## src/rtl/keypad_two_key_text_entry_defines.svh

```systemverilog
// Assertion macros for the keypad text entry RTL.
`ifndef KEYPAD_TWO_KEY_TEXT_ENTRY_DEFINES_SVH
`define KEYPAD_TWO_KEY_TEXT_ENTRY_DEFINES_SVH

// Same-cycle implication, checked out of reset.
`define KP2K_ASSERT_NOW(label, ante, cons) \
    label: assert property (@(posedge clk) disable iff (!rst_n) (ante) |-> (cons)) \
        else $error("keypad text entry check failed");

// Next-cycle implication, checked out of reset.
`define KP2K_ASSERT_NEXT(label, ante, cons) \
    label: assert property (@(posedge clk) disable iff (!rst_n) (ante) |=> (cons)) \
        else $error("keypad text entry check failed");

`endif

```

## src/rtl/kp2k_pkg.sv

```systemverilog
// Types, constants and lookup tables for the keypad text entry block.
`default_nettype none
package kp2k_pkg;

    localparam logic [3:0] MOVE_KEY   = 4'd12;
    localparam logic [3:0] SPACE_KEY  = 4'd5;
    localparam logic [3:0] KEY_UP     = 4'd2;
    localparam logic [3:0] KEY_LEFT   = 4'd4;
    localparam logic [3:0] KEY_RIGHT  = 4'd6;
    localparam logic [3:0] KEY_DOWN   = 4'd8;
    localparam logic [3:0] KEY_NEWLN  = 4'd9;
    localparam logic [3:0] DIGIT_ROW  = 4'd10;
    localparam logic [7:0] NO_CHAR    = 8'h2D;
    localparam logic [7:0] SPACE_CHAR = 8'h20;
    localparam logic [6:0] LINE2_ADDR = 7'h40;
    localparam logic [3:0] COL_LAST   = 4'hF;

    typedef struct packed {
        logic [6:0] cursor_addr;
        logic       first_pending;
        logic [3:0] first_key;
    } kp2k_state_t;

    typedef struct packed {
        logic       is_data;
        logic [7:0] lcd_byte;
        logic       last;
    } kp2k_result_t;

    // Results caused by one press: count of 0, 1 or 2.
    typedef struct packed {
        logic [1:0]   count;
        kp2k_result_t res0;
        kp2k_result_t res1;
    } kp2k_step_t;

    // Keypad layout: column 0 is the right column.
    function automatic logic [3:0] key_of(input logic [1:0] row, input logic [1:0] col);
        logic [3:0] k;
        k = 4'd0;
        case ({row, col})
            4'b00_00: k = 4'd3;
            4'b00_01: k = 4'd2;
            4'b00_10: k = 4'd1;
            4'b01_00: k = 4'd6;
            4'b01_01: k = 4'd5;
            4'b01_10: k = 4'd4;
            4'b10_00: k = 4'd9;
            4'b10_01: k = 4'd8;
            4'b10_10: k = 4'd7;
            4'b11_00: k = 4'd10;
            4'b11_01: k = 4'd11;
            4'b11_10: k = 4'd12;
            default:  k = 4'd0;
        endcase
        return k;
    endfunction

    // Character for a key pair; NO_CHAR where the pair means nothing.
    function automatic logic [7:0] char_of(input logic [3:0] a, input logic [3:0] b);
        logic [7:0] upper;
        logic [3:0] n;
        logic [7:0] ch;
        upper = 8'h00;
        n     = 4'd0;
        ch    = NO_CHAR;
        case (a)
            4'd2:    begin upper = 8'h41; n = 4'd3; end
            4'd3:    begin upper = 8'h44; n = 4'd3; end
            4'd4:    begin upper = 8'h47; n = 4'd3; end
            4'd5:    begin upper = 8'h4A; n = 4'd3; end
            4'd6:    begin upper = 8'h4D; n = 4'd3; end
            4'd7:    begin upper = 8'h50; n = 4'd4; end
            4'd8:    begin upper = 8'h54; n = 4'd3; end
            4'd9:    begin upper = 8'h57; n = 4'd4; end
            default: begin upper = 8'h00; n = 4'd0; end
        endcase
        if (a == DIGIT_ROW) begin
            case (b)
                4'd1, 4'd2, 4'd3, 4'd4, 4'd5, 4'd6, 4'd7, 4'd8, 4'd9:
                    ch = 8'h30 + {4'd0, b};
                4'd10:   ch = 8'h23;
                4'd11:   ch = 8'h30;
                4'd12:   ch = 8'h2A;
                default: ch = NO_CHAR;
            endcase
        end else if (n != 4'd0 && b != 4'd0) begin
            if (b <= n) begin
                ch = upper + {4'd0, b} - 8'd1;
            end else if ({1'b0, b} <= {n, 1'b0}) begin
                ch = upper + 8'h20 + {4'd0, b} - {4'd0, n} - 8'd1;
            end
        end
        return ch;
    endfunction

endpackage
`default_nettype wire

```

## src/rtl/kp2k_decode.sv

```systemverilog
// Per-press decode: key lookup, pairing, cursor moves and result bytes.
`default_nettype none
module kp2k_decode (
    input  wire logic [1:0]          row,
    input  wire logic [2:0]          column_bits,
    input  wire kp2k_pkg::kp2k_state_t state_cur,
    output kp2k_pkg::kp2k_state_t    state_nxt,
    output kp2k_pkg::kp2k_step_t     step
);
    import kp2k_pkg::*;

    logic       col_ok;
    logic [1:0] col;
    logic [3:0] key;
    logic [6:0] c;
    logic [6:0] c_inc;
    logic       mv_ok;
    logic [6:0] mv_addr;
    logic       wr_ok;
    logic [7:0] ch;

    assign c     = state_cur.cursor_addr;
    assign c_inc = c + 7'd1;

    // Single-column patterns only
    always_comb
    begin
        col_ok = 1'b1;
        col    = 2'd0;
        case (column_bits)
            3'b001:  col = 2'd0;
            3'b010:  col = 2'd1;
            3'b100:  col = 2'd2;
            default: col_ok = 1'b0;
        endcase
    end

    assign key = key_of(row, col);

    // Cursor move for the second key after the move key
    always_comb
    begin
        mv_ok   = 1'b0;
        mv_addr = c;
        case (key)
            KEY_UP:
            begin
                mv_ok   = 1'b1;
                mv_addr = {3'b000, c[3:0]};
            end
            KEY_LEFT:
            begin
                mv_ok   = (c != 7'h00) && (c != LINE2_ADDR);
                mv_addr = c - 7'd1;
            end
            KEY_RIGHT:
            begin
                mv_ok   = (c[3:0] != COL_LAST);
                mv_addr = c_inc;
            end
            KEY_DOWN:
            begin
                mv_ok   = 1'b1;
                mv_addr = LINE2_ADDR | {3'b000, c[3:0]};
            end
            KEY_NEWLN:
            begin
                mv_ok   = 1'b1;
                mv_addr = LINE2_ADDR;
            end
            default:
            begin
                mv_ok   = 1'b0;
                mv_addr = c;
            end
        endcase
    end

    // Character for the pair
    assign ch    = (state_cur.first_key == MOVE_KEY) ? SPACE_CHAR
                                                     : char_of(state_cur.first_key, key);
    assign wr_ok = (state_cur.first_key == MOVE_KEY) ? (key == SPACE_KEY) : (ch != NO_CHAR);

    // Pairing and result assembly
    always_comb
    begin
        state_nxt = state_cur;
        step      = '0;
        if (col_ok) begin
            if (!state_cur.first_pending) begin
                state_nxt.first_pending = 1'b1;
                state_nxt.first_key     = key;
            end else begin
                state_nxt.first_pending = 1'b0;
                if (wr_ok) begin
                    step.res0.is_data  = 1'b1;
                    step.res0.lcd_byte = ch;
                    // Pull back when the write crosses into a new 16-column block
                    if (c_inc[3:0] == 4'd0 && c_inc != 7'h00 && c_inc != LINE2_ADDR) begin
                        step.count              = 2'd2;
                        step.res1.is_data       = 1'b0;
                        step.res1.lcd_byte      = {1'b1, c};
                        step.res1.last          = 1'b1;
                        state_nxt.cursor_addr   = c;
                    end else begin
                        step.count              = 2'd1;
                        step.res0.last          = 1'b1;
                        state_nxt.cursor_addr   = c_inc;
                    end
                end else if (state_cur.first_key == MOVE_KEY && mv_ok) begin
                    step.count            = 2'd1;
                    step.res0.is_data     = 1'b0;
                    step.res0.lcd_byte    = {1'b1, mv_addr};
                    step.res0.last        = 1'b1;
                    state_nxt.cursor_addr = mv_addr;
                end
            end
        end
    end

endmodule
`default_nettype wire

```

## src/rtl/keypad_two_key_text_entry.sv

```systemverilog
// A request is registered in the input register, then decoded into the result register;
// the first result is valid once the result register is loaded, which waits while it is occupied.
// Throughput: one request per cycle while lcd_stall is low; a press with two results holds
// the result register for two output transfers, stalling requests meanwhile.
// Reset: cursor at address 0, no key pending, input and result registers empty.
`default_nettype none
`include "keypad_two_key_text_entry_defines.svh"
module keypad_two_key_text_entry (
    input  wire logic       clk,
    input  wire logic       rst_n,
    input  wire logic       key_valid,
    output logic            key_stall,
    input  wire logic [1:0] row,
    input  wire logic [2:0] column_bits,
    output logic            lcd_valid,
    input  wire logic       lcd_stall,
    output logic            is_data,
    output logic [7:0]      lcd_byte,
    output logic            last
);
    import kp2k_pkg::*;

    logic         in_valid_reg;
    logic [1:0]   row_reg;
    logic [2:0]   column_bits_reg;
    kp2k_state_t  state_reg;
    kp2k_state_t  state_next;
    kp2k_step_t   step;
    logic [1:0]   cnt_reg;
    kp2k_result_t slot0_reg;
    kp2k_result_t slot1_reg;
    logic         out_fire;
    logic         adv;
    logic         key_fire;

    assign out_fire  = lcd_valid && !lcd_stall;
    // Result register frees up this cycle
    assign adv       = (cnt_reg == 2'd0) || (cnt_reg == 2'd1 && out_fire);
    assign key_stall = in_valid_reg && !adv;
    assign key_fire  = key_valid && !key_stall;

    assign lcd_valid = (cnt_reg != 2'd0);
    assign is_data   = slot0_reg.is_data;
    assign lcd_byte  = slot0_reg.lcd_byte;
    assign last      = slot0_reg.last;

    kp2k_decode u_decode (
        .row         (row_reg),
        .column_bits (column_bits_reg),
        .state_cur   (state_reg),
        .state_nxt   (state_next),
        .step        (step)
    );

    // Input register
    always_ff @(posedge clk or negedge rst_n)
    begin
        if (!rst_n) begin
            in_valid_reg <= 1'b0;
        end else if (!key_stall) begin
            in_valid_reg <= key_valid;
        end
    end

    always_ff @(posedge clk)
    begin
        if (key_fire) begin
            row_reg         <= row;
            column_bits_reg <= column_bits;
        end
    end

    // Pairing and cursor state
    always_ff @(posedge clk or negedge rst_n)
    begin
        if (!rst_n) begin
            state_reg <= '0;
        end else if (in_valid_reg && adv) begin
            state_reg <= state_next;
        end
    end

    // Result register: two slots, slot0 drives the port
    always_ff @(posedge clk or negedge rst_n)
    begin
        if (!rst_n) begin
            cnt_reg <= 2'd0;
        end else if (adv) begin
            cnt_reg <= in_valid_reg ? step.count : 2'd0;
        end else if (out_fire) begin
            cnt_reg <= cnt_reg - 2'd1;
        end
    end

    always_ff @(posedge clk)
    begin
        if (adv && in_valid_reg) begin
            slot0_reg <= step.res0;
            slot1_reg <= step.res1;
        end else if (out_fire && cnt_reg == 2'd2) begin
            slot0_reg <= slot1_reg;
        end
    end

    `KP2K_ASSERT_NOW(a_cnt_range, 1'b1, cnt_reg != 2'd3)
    `KP2K_ASSERT_NOW(a_cmd_bit7, lcd_valid && !is_data, lcd_byte[7])
    `KP2K_ASSERT_NOW(a_pair_order, cnt_reg == 2'd2,
                     slot0_reg.is_data && !slot0_reg.last && slot1_reg.last && !slot1_reg.is_data)
    `KP2K_ASSERT_NOW(a_single_last, cnt_reg == 2'd1, slot0_reg.last)
    `KP2K_ASSERT_NEXT(a_second_follows, out_fire && cnt_reg == 2'd2, lcd_valid && last)

endmodule
`default_nettype wire
```

## config.mk

```make
export PLATFORM = sky130hd
export DESIGN_NAME = keypad_two_key_text_entry
export DESIGN_NICKNAME = d
export VERILOG_FILES = /design/src/rtl/kp2k_pkg.sv /design/src/rtl/kp2k_decode.sv /design/src/rtl/keypad_two_key_text_entry.sv
export VERILOG_INCLUDE_DIRS = /design/src /design/src/rtl
export SDC_FILE = /design/constraint.sdc
export NUM_CORES = 1
export LEC_CHECK = 0
export BUFFER_PORTS_ARGS = -buffer_cell sky130_fd_sc_hd__buf_4
export CAP_MARGIN = 0
export CORE_MARGIN = 2
export CORE_UTILIZATION = 57
export CTS_CLUSTER_SIZE = 14
export DETAILED_ROUTE_END_ITERATION = 8
export HOLD_SLACK_MARGIN = 0.06
export PLACE_DENSITY = 0.78
export SETUP_SLACK_MARGIN = 0.02
export SYNTH_ARGS = -nofsm -noshare
export SYNTH_HDL_FRONTEND = slang
export SYNTH_HIERARCHICAL = 1
export SYNTH_SLANG_ARGS = --single-unit
```

## constraint.sdc

```tcl
create_clock -name clk -period 5.35 [get_ports clk]
set_clock_uncertainty 0.2 [all_clocks]
set_input_delay 0.2675 -clock clk [delete_from_list [all_inputs] [get_ports clk]]
set_output_delay 0.2675 -clock clk [all_outputs]
set_load 0.01 [all_outputs]
```

# Yosys cells after proc, flatten, opt, wreduce, memory -nomap -nowiden
# Memories as Yosys holds them, arrays and structs flattened.
# Cells that the tools add are included.
# word_totals
out_inout_bits,12
mem_bits_ro,208
mem_count,2
elab_cells,114
regBits,40
# op_classes
mux,28
n_reduce_logical,33
n_lt_le_gt_ge,2
n_addsub,10
n_eq_ne,24
bitwise,1
# memory_table
name,depth,word_bits,rd,rd_clocked_by_memory_dff,wr,line_no,rtl
(name not given),16,9,1,0,0,kp2k_pkg.sv:67,case (a)
(name not given),16,4,1,0,0,kp2k_pkg.sv:41,"case ({row, col})"
# ops
op,n
22-bit two-way mux,2
8-bit two-way mux,5
7-bit one-hot mux with 5 select lines,1
8-bit one-hot mux with 4 select lines,1
4-bit == test (second input constant),7
7-bit two-way mux,3
10-bit two-way mux,2
9-bit two-way mux,2
8-bit by 4-bit adder with 8-bit output,2
4-bit by 3-bit == test with 1-bit output (second input constant),4
8-bit by 1-bit subtractor with 8-bit output (second input constant),2
7-bit != test (second input constant),2
7-bit nonzero test,2
12-bit two-way mux,1
1-bit logical AND,11
11-bit two-way mux,1
9-bit OR reduction,1
8-bit by 6-bit adder with 8-bit output (second input constant),1
4-bit by 2-bit == test with 1-bit output (second input constant),2
2-bit two-way mux,4
8-bit by 6-bit != test with 1-bit output (second input constant),1
2-bit nonzero test,4
4-bit nonzero test,2
8-bit by 4-bit subtractor with 8-bit output,1
other kinds (27),34

# Longest topological paths before layout
# Gate-level depths: netlist of the first run.
# An unclocked memory read counts as a cell.
# depth
word_depth,18
depth_mapped,25

# By module
# Netlist of the first run, hierarchy kept.
# by_module_without_submodules
module,cells_each,seq_area_each_um2,area_each_um2,n_inst
kp2k_decode,335,0.0,2262.2,1
keypad_two_key_text_entry,88,1126.1,1627.8,1

# Least setup slack after synthesis of the first run
# OpenSTA, ideal clock, no wires.
# synth_path
path_type,register to register
startpoint,register column_bits_reg[1]
endpoint,"register slot0_reg (netlist bit lcd_byte[0]), data pin"
stages_incl_launch_ff,23
setup_ns,0.260
arrival_time_ns,4.601
required_ns,4.890
n_path_buf,2
synth_period_minus_slack_ns,5.061
path_slack_ns,0.289
path_cell_list,edfxtp_1 > buf_6 > or3b_1 > buf_2 > nand2_1 > nor2_1 > o21bai_1 > a21oi_1 > inv_1 > fa_1 > inv_1 > ha_1 > fa_1 > xor2_1 > nand2_1 > a21oi_1 > nor4_1 > or4b_1 > nand4b_4 > or2_4 > a32oi_1 > nor2_1 > mux2_4
# synth_rtl
element,line_no,rtl
start: declaration,keypad_two_key_text_entry.sv:25,logic [2:0] column_bits_reg;
start signal: assignment,keypad_two_key_text_entry.sv:69,column_bits_reg <= column_bits;
end signal: assignment,keypad_two_key_text_entry.sv:98,slot0_reg <= step.res0;
end signal: assignment,keypad_two_key_text_entry.sv:101,slot0_reg <= slot1_reg;
end: declaration,keypad_two_key_text_entry.sv:30,kp2k_result_t slot0_reg;

==> results.cfg, run 1 <==
[final_layout]
max_ffs_per_register = 12
syn_to_final_growth_pct = 10.5
antennaDiodeCount = 0
finalNetCount = 493
share_of_final_layout_standard_cells_stronger_than_drive_strength_1_pct = 16.7

[sta]
tightest_slew_ns = 0.879
report.final.hold_viol_count = 0
post-route-worst-setup-slack_ns = 0.214
layout_min_cycle_time_ns = 5.14
rsz_0062_raised_after_global_routing = false
setup_viol = 0
period_share_pct = 96.0
setup_tns_ns = 0
slew_headroom_pct = 41.2
final-max-slew-violation-count = 0
achievable-frequency_mhz = 195

[placement]
port_buffers = 20
detailedPlace.worstSlack_ns = 0.249
gp_routability_congestion = 0.966
dp_hpwl_mm = 6.88

[worst_setup_path]
timing.critical_path.to_type = flop
r2r_cells = 20
critical_path.startpoint_type = flop
reg_to_reg_startpoint = column_bits_reg[1]
reg2reg_slack_ns = 0.21
critPathMaxFanout = 5
r2r-end = lcd_byte[0]
crit_arrival_ns = 4.99
crit_type = reg2reg
critPathRequiredTime_ns = 5.21

[clocking]
cts-root-to-sink-buffers = 2
tritoncts = built
cts_made_buffers = 5
cts.sinks = 40
post-cts-setup-buffer-count = 0
clk_latency_ns = 0.30
cts.reportedPaths.clkPinSlew_ns = 0.09
cts.htree.levels = 2
clk_root_buffer_cell = clkbuf_8

[worst_hold_path]
holdCritStartpoint = lcd_stall
min_delay_path_depth = 3
hp-class = in2reg
worstHoldEndpoint = cnt_reg[0]

[die]
design.core.area_um2 = 6680
die_w_um = 86.6
floorplan.rows = 30
die_height_um = 86.6
ios = 21
die_area_um2 = 7500
effective_utilization_at_floorplan_pct = 58.2

[route]
wl_met1_mm = 4.05
post_drt_via_cell_ratio = 6.29
wire_per_inst_um = 17.3
drt_pre_antenna_iters = 5
highest_layer = met4
routed_wl_mm = 9.11
wl_met2_mm = 4.23
drt-initial-drc-count = 388
met3_wirelength_um = 709
drt_drc_violations_left = 0
route.vias.total = 3321
ant_nets = 0

[yosys]
synth_ff_type = edfxtp_1
synth.top_cells.by_area = edfxtp_1, ha_1, dfrtp_1, mux2_4, inv_1
synth_seq_area_share_pct = 28.9
yosys.area.top_type_share_pct = 19.3
post_synth_num_cell_types = 74
synth-warning-count = 6
top_cell_type_by_total_area_after_synthesis = edfxtp_1
ys_ff_latch = 40
yosys-top-cells-count = inv_1, ha_1, nand2_1, nor2_1, edfxtp_1
count_of_flip_flops_with_a_built_in_enable_after_synthesis = 25
mean_post_synth_cell_area_um2 = 9.20
top_count_cell_post_synth = inv_1
synthesis.nets = 469
netlist_area_before_placement_um2 = 3890
postSynthCellCount = 423
proportion_of_register_bits_with_asynchronous_set_or_reset_after_synthesis_pct = 37.5

[power_and_ir_drop]
p_comb_share_pct = 71.4
cellLeakagePower_nw = 1.90
finalPower_mw = 2.92
reg_power_share_pct = 19.7
swShare_pct = 48.3
proportion_of_power_drawn_by_the_clock_network_pct = 8.9
power_density_nw_per_um2 = 679
ir_drop_mv = 0.253
p_int_mw = 1.51
power_switching_mw = 1.41

[global_routing]
antenna_found_initial = 0
pin_count_of_the_biggest_net_entering_global_routing = 26
number_of_global_route_vias_before_repair = 3054
grt_pass1_wl_mm = 15.0
gr-total-overflow = 0
grt_use_total_pct = 25.2

[job]
drv_cap = 0

[outcome]
run_status = completed
[power groups by stage]
stage | sequential (mW) | clock (mW) | combinational, mW
2_1_floorplan | 0.554 | 0 | 1.59
3_3_place_gp | 0.572 | 0 | 1.94
3_5_place_dp | 0.577 | 0 | 1.99
4_1_cts | 0.572 | 0.262 | 2.01
5_1_grt | 0.592 | 0.275 | 2.29
6_report | 0.575 | 0.260 | 2.09
[routing by layer]
| metal | vias to the layer above | global-route usage [%] |
|---|---|---|
| met1 | 1543 | 35.7 |
| met4 | 0 | 5.11 |
| met2 | 172 | 40.4 |
| met5 | - | 0 |
| met3 | 12 | 4.48 |
| li1 | 1594 | - |
[worst max-delay path, cell delays in order (launching register included)]
cell and delay (ns):
edfxtp_1 0.41, or3b_1 0.41, nand2_1 0.11, nor2_1 0.06
o21bai_1 0.18, a21oi_2 0.16, inv_2 0.08, fa_1 0.53
inv_1 0.04, ha_1 0.21, fa_1 0.41, xor2_1 0.18
nand2_1 0.08, a21oi_1 0.14, nor4_1 0.06, or4b_1 0.53
nand4b_4 0.21, or2_4 0.30, a32oi_1 0.22, nor2_1 0.09
mux2_4 0.26
[worst max-delay path by stage]
| stage | startpoint | end |
|---|---|---|
| after floorplan | column_bits_reg[1] | lcd_byte[0] |
| after global placement | column_bits_reg[1] | state_reg[6] |
| after detailed placement | column_bits_reg[1] | state_reg[6] |
| after CTS | column_bits_reg[1] | state_reg[6] |
| after global routing | column_bits_reg[1] | lcd_byte[0] |
| final | column_bits_reg[1] | lcd_byte[0] |
[stage by stage]
| step | hold WS (ns) | area [um2] | std cells | util [%] |
|---|---|---|---|---|
| after floorplan | -0.228 | 3890 | 423 | - |
| after global placement | -0.0575 | 4080 | 513 | 61.1 |
| after detailed placement | -0.0519 | 4080 | 513 | 61.1 |
| after CTS | 0.0679 | 4270 | 528 | 63.9 |
| after global routing | 0.0981 | 4300 | 528 | 64.3 |
| final | 0.0710 | 4300 | 528 | 64.3 |
[area by class of cell]
cell class                      count  area (um2)
Multi-Input combinational cell    324        2510
Fill cell                         554        2380
Sequential cell                    40        1130
Timing Repair Buffer               38         303
Inverter                           38         145
Tap cell                           80         100
Clock buffer                        5        68.8
Clock inverter                      3        46.3
[cell families after synthesis]
| kind of cell | count (synthesis) | share of synthesized area, % |
|---|---|---|
| AO/OA/AOI/OAI | 117 | 21.1 |
| XOR/XNOR | 11 | 2.67 |
| adder cells (fa/ha/maj) | 37 | 12.9 |
| buffers and inverters | 59 | 7.30 |
| flip-flops | 40 | 28.9 |
| multiplexers | 27 | 9.33 |
| other | 1 | 0.0964 |
| AND/OR/NAND/NOR | 131 | 17.7 |
[layout by cell type (no fill, tap or decap), types with 5 or more instances in the layout]
cell	n
a21oi_1	22
a31oi_1	5
o21ai_1	8
ha_1	32
nor2_1	31
nand2_1	31
o21ai_0	17
inv_1	36
a211oi_1	5
a21o_1	6
buf_4	31
o22ai_1	7
dlygate4sd3_1	7
mux2_2	5
edfxtp_1	25
dfrtp_1	15
xnor2_1	7
nor3_1	10
fa_1	5
nor2b_1	8
nand3_1	11
nand2b_1	5
and3_1	11
nor4_1	5
mux2_4	17
clkbuf_8	5
[what timing repair did]
action / CTS / global route
endpoints found under the setup margin: 0 / 5
endpoints found under the hold margin: 21 / 0
hold buffers: 7 / 0
gates resized for setup: 0 / 5
Note: power is estimated with default switching activity, not from simulation.
==> run 2: changes to the inputs <==
--- a/config.mk
+++ b/config.mk
@@ -8,12 +8,12 @@
 export LEC_CHECK = 0
 export BUFFER_PORTS_ARGS = -buffer_cell sky130_fd_sc_hd__buf_4
 export CAP_MARGIN = 0
-export CORE_MARGIN = 2
 export CORE_UTILIZATION = 57
 export CTS_CLUSTER_SIZE = 14
 export DETAILED_ROUTE_END_ITERATION = 8
+export GPL_ROUTABILITY_DRIVEN = 0
 export HOLD_SLACK_MARGIN = 0.06
-export PLACE_DENSITY = 0.78
+export PLACE_DENSITY_LB_ADDON = 0.15
 export SETUP_SLACK_MARGIN = 0.02
 export SYNTH_ARGS = -nofsm -noshare
 export SYNTH_HDL_FRONTEND = slang
==> results.cfg, run 2 (same netlist as run 1, synthesis figures left out) <==
[power_and_ir_drop]
power_switching_mw = 1.40
p_comb_share_pct = 71.1
cellLeakagePower_nw = 1.89
proportion_of_power_drawn_by_the_clock_network_pct = 8.9
p_int_mw = 1.52
power_density_nw_per_um2 = 684
ir_drop_mv = 0.361
swShare_pct = 48.0
reg_power_share_pct = 20.0

[route]
post_drt_via_cell_ratio = 6.31
ant_nets = 0
routed_wl_mm = 9.24
route.vias.total = 3299
drt_drc_violations_left = 0
wire_per_inst_um = 17.7
drt_pre_antenna_iters = 7
drt-initial-drc-count = 314

[clocking]
cts.sinks = 40
cts-root-to-sink-buffers = 2
clk_latency_ns = 0.31
post-cts-setup-buffer-count = 0
clk_root_buffer_cell = clkbuf_8
tritoncts = built
cts.reportedPaths.clkPinSlew_ns = 0.09
cts_made_buffers = 5
cts.htree.levels = 2

[sta]
layout_min_cycle_time_ns = 5.06
achievable-frequency_mhz = 198
rsz_0062_raised_after_global_routing = false
period_share_pct = 94.6
final-max-slew-violation-count = 0
setup_viol = 0
slew_headroom_pct = 26.7
setup_tns_ns = 0
report.final.hold_viol_count = 0
tightest_slew_ns = 1.10

[worst_hold_path]
hp-class = in2reg

[worst_setup_path]
cpPeakStageDelay_ns = 0.53
critical_path.startpoint_type = flop
critPathMostFrequentCell = nand2_1
critical_path.slowest_cell = or3b_1
buffers_plus_inverters_on_the_worst_setup_path = 3
cp_top_family = simple AND/OR/NAND/NOR gates
timing.critical_path.to_type = flop
critPathMaxFanout = 9
critPathRequiredTime_ns = 5.22
critical_path.cell_chain = buf_4, or3b_1, xnor2_4, inv_1, fa_1, ha_1, fa_1, xor2_1, nand2_1, a21oi_1, nor4_1, or4b_1, nand4b_4, or2_4, nand3_4, inv_4, nand2_1, nand2_1, mux2_4
crit_type = reg2reg
crit_arrival_ns = 4.93

[die]
die_w_um = 84.6
effective_utilization_at_floorplan_pct = 60.2
floorplan.rows = 29
die_area_um2 = 7160
die_height_um = 84.6
design.core.area_um2 = 6460
ios = 21

[placement]
port_buffers = 20
dp_hpwl_mm = 7.06
place.detailed.instances = 508

[global_routing]
grt_pass1_wl_mm = 15.3
antenna_found_initial = 0
number_of_global_route_vias_before_repair = 3039
grt_use_total_pct = 27.3
gr-total-overflow = 0
pin_count_of_the_biggest_net_entering_global_routing = 26

[final_layout]
mostFrequentLayoutCell = inv_1
syn_to_final_growth_pct = 9.81
final_cell_mix = inv_1, ha_1, nor2_1, nand2_1, buf_4
max_ffs_per_register = 12
share_of_final_layout_standard_cells_stronger_than_drive_strength_1_pct = 16.4
finalNetCount = 491
antennaDiodeCount = 0
stdcell_count = 523

[outcome]
run_status = completed

[job]
drv_cap = 0
-- run 2: changes by cell type in the layout (fill, tap and decap cells not counted), sizes merged --
cell / change
buf: -2
-- run 2: final cells by class --
type | instances | area, um2
well taps | 77 | 96.3
clock inverters | 3 | 46.3
inverters | 38 | 145
multi-input cells | 324 | 2500
fillers | 560 | 2190
flip-flops and latches | 40 | 1130
repair buffers | 36 | 288
clock buffers | 5 | 68.8
-- run 2: path summary, 6_finish.rpt --
check	startpoint	cells after the start	endpoint	slack, ns
max in group asynchronous	rst_n	2	state_reg[2]	4.59
min in group asynchronous	rst_n	2	in_valid_reg	0.17
hold / removal	lcd_stall	3	cnt_reg[0]	0.09
hold reg to reg	slot1_reg[5]	1	lcd_byte[4]	0.35
setup / recovery	column_bits_reg[2]	19	lcd_byte[4]	0.29
setup reg to reg	column_bits_reg[2]	19	lcd_byte[4]	0.29
-- run 2: power groups by stage --
stage / Clock [mW] / Sequential, mW / Combinational (mW)
floorplan: 0 / 0.554 / 1.59
global placement: 0 / 0.583 / 1.97
detailed placement: 0 / 0.588 / 2.02
CTS: 0.266 / 0.581 / 2.04
global route: 0.278 / 0.602 / 2.29
finish: 0.260 / 0.584 / 2.08
-- run 2: worst register-to-register path, delay by kind of cell (launching register included) --
| kind | cells | cell delay, ns |
|---|---|---|
| xor gates and xnor gates | 2 | 0.47 |
| and+or+nand+nor | 9 | 1.89 |
| buffers and inverters | 3 | 0.34 |
| AOI/OAI and AO/OA | 1 | 0.14 |
| adders and majority gates | 3 | 1.10 |
| DFF | 1 | 0.41 |
| muxes | 1 | 0.26 |
-- run 2: metrics by stage --
step	power, mW	setup WS, ns	hold slack, ns	instance area [um2]	utilization [%]
global placement	2.55	0.360	-0.0581	4070	62.9
finish	2.92	0.289	0.0877	4270	66.1
detailed placement	2.61	0.232	-0.0508	4070	62.9
global route	3.17	0.0340	0.115	4270	66.1
floorplan	2.14	0.289	-0.228	3890	-
CTS	2.88	0.232	0.0893	4250	65.8
-- run 2: metal layers --
metal  routed length (um)  up-vias  GRT usage [%]
met5                    0        -              0
met4                  166        0           7.70
met3                  631       17           3.34
met2                 4240      146           44.2
met1                 4210     1549           38.7
li1                     -     1587              -
-- run 2: timing repair --
action / in CTS / in global routing
endpoints found under the setup margin: 0 / 11
hold buffers: 7 / 0
endpoints found under the hold margin: 21 / 0
gates resized for setup: 0 / 4
==> run 3: changes to the inputs <==
--- a/config.mk
+++ b/config.mk
@@ -6,7 +6,7 @@
 export SDC_FILE = /design/constraint.sdc
 export NUM_CORES = 1
 export LEC_CHECK = 0
-export BUFFER_PORTS_ARGS = -buffer_cell sky130_fd_sc_hd__buf_4
+export BUFFER_PORTS_ARGS = -buffer_cell sky130_fd_sc_hd__buf_2
 export CAP_MARGIN = 0
 export CORE_UTILIZATION = 57
 export CTS_CLUSTER_SIZE = 14
==> results.cfg, run 3 (same netlist as run 1, synthesis figures left out) <==
[outcome]
run_status = finished with violations
violations_in_the_final_reports = DRC

[die]
effective_utilization_at_floorplan_pct = 60.2
floorplan.rows = 29
ios = 21
die_height_um = 84.6
design.core.area_um2 = 6460
die_w_um = 84.6
die_area_um2 = 7160

[final_layout]
fillCellCount = 529
mostFrequentLayoutCell = inv_1
final_standard_cell_utilization_of_the_core_pct = 65.3
share_of_final_layout_standard_cells_stronger_than_drive_strength_1_pct = 16.5
stdcell_count = 525
finalNetCount = 493
syn_to_final_growth_pct = 8.46
final_cell_mix = inv_1, ha_1, nor2_1, nand2_1, edfxtp_1
antennaDiodeCount = 0
max_ffs_per_register = 12

[global_routing]
grt_pass1_wl_mm = 14.9
pin_count_of_the_biggest_net_entering_global_routing = 26
antenna_found_initial = 0
number_of_global_route_vias_before_repair = 3041
gr-total-overflow = 0
grt_use_total_pct = 26.6

[sta]
layout_min_cycle_time_ns = 5.11
tightest_slew_ns = 1.03
achievable-frequency_mhz = 196
setup_viol = 0
final-max-slew-violation-count = 0
rsz_0062_raised_after_global_routing = false
hold-worst-slack_ns = 0.131
report.final.hold_viol_count = 0
setup_tns_ns = 0
period_share_pct = 95.6
slew_headroom_pct = 31.0

[power_and_ir_drop]
finalPower_mw = 2.87
power_density_nw_per_um2 = 681
swShare_pct = 48.1
ir_drop_mv = 0.341
power_switching_mw = 1.38
reg_power_share_pct = 20.0
p_comb_share_pct = 71.1
p_int_mw = 1.49
cellLeakagePower_nw = 1.88
proportion_of_power_drawn_by_the_clock_network_pct = 9.0

[worst_setup_path]
crit_arrival_ns = 4.97
reg2reg_slack_ns = 0.24
critPathRequiredTime_ns = 5.20
critPathMostFrequentCell = nand2_1
cp_top_family = simple AND/OR/NAND/NOR gates
cpPeakStageDelay_ns = 0.53
critical_path.startpoint_type = flop
timing.critical_path.to_type = flop
critPathMaxFanout = 9
r2r-end = lcd_byte[4]
critical_path.cell_chain = inv_1, ha_1, mux2i_1, o22ai_1, inv_1, fa_1, ha_1, fa_1, xor2_1, nand2_1, a21oi_1, nor4_1, or4b_1, nand4b_4, or2_4, nand3_4, inv_4, nand2_1, nand2_1, mux2_4
critical_path.slowest_cell = or4b_1
reg_to_reg_startpoint = state_reg[0]
buffers_plus_inverters_on_the_worst_setup_path = 3
crit_type = reg2reg
r2r_cells = 20

[placement]
dp_hpwl_mm = 6.90
port_buffers = 20
place.detailed.instances = 510

[route]
routed_wl_mm = 9.05
drt-initial-drc-count = 339
wire_per_inst_um = 17.2
drt_drc_violations_left = 2
post_drt_via_cell_ratio = 6.23
drt_pre_antenna_iters = 9
ant_nets = 0
route.vias.total = 3271

[worst_hold_path]
hp-class = in2reg
holdCritStartpoint = lcd_stall
min_delay_path_depth = 3
worstHoldEndpoint = cnt_reg[0]

[clocking]
cts.htree.levels = 2
cts_made_buffers = 5
clk_latency_ns = 0.30
cts.sinks = 40
cts.reportedPaths.clkPinSlew_ns = 0.08
clk_root_buffer_cell = clkbuf_8
tritoncts = built
post-cts-setup-buffer-count = 0
cts-root-to-sink-buffers = 2

[job]
drv_cap = 0
==> run 3: changes by cell type in the layout (fill, tap and decap cells not counted), sizes merged <==
cell	delta
buf	+2
==> run 3: layout make-up <==
cell class,instances,area (um2),area share [%]
Clock buffer,5,68.8,1.63
Clock inverter,3,46.3,1.10
Tap cell,77,96.3,2.28
Timing Repair Buffer,38,253,5.99
Sequential cell,40,1130,26.7
Multi-Input combinational cell,324,2480,58.9
Inverter,38,145,3.44
==> run 3: what timing repair did <==
item,CTS,global route
hold buffers,7,0
endpoints found under the hold margin,21,0
endpoints found under the setup margin,0,4
resized for setup,0,2
==> run 3: how the worst max path moves through the flow <==
stage	start	end	slack, ns	cells past startpoint
finish	state_reg[0]	lcd_byte[4]	0.24	20
global placement	column_bits_reg[1]	lcd_byte[4]	0.36	22
floorplan	column_bits_reg[1]	lcd_byte[0]	0.29	22
global route	state_reg[0]	lcd_byte[4]	0.04	20
CTS	column_bits_reg[1]	lcd_byte[4]	0.21	22
detailed placement	column_bits_reg[1]	lcd_byte[4]	0.25	22
==> run 3: power by group through the flow <==
stage / logic [mW] / clock network (mW) / registers (mW)
floorplan: 1.59 / 0 / 0.554
global placement: 1.97 / 0 / 0.574
detailed placement: 1.99 / 0 / 0.578
CTS: 2.01 / 0.263 / 0.572
global route: 2.26 / 0.277 / 0.590
finish: 2.04 / 0.258 / 0.574
==> run 3: worst register-to-register path: cells and delay by family (launching register included) <==
family	cells	cell delay, ns
flops	1	0.47
buf+inv	3	0.41
simple gates	8	1.39
compound gates	2	0.54
mux	2	0.36
xor+xnor	1	0.19
fa+ha+maj	4	1.32
==> run 3: routing by layer <==
metal  part of all wire, %  GRT usage, %  routed length, um
met1                    47          39.1               4270
met2                    44          41.7               4020
met3                   6.9          3.64                625
met4                   1.4          6.16                129
met5                     0             0                  0
==> run 3: through the flow <==
stage | cell area, um2 | setup WS, ns
finish | 4220 | 0.237
detailed placement | 4030 | 0.252
global route | 4220 | 0.0390
CTS | 4220 | 0.212
global placement | 4030 | 0.360
floorplan | 3890 | 0.289
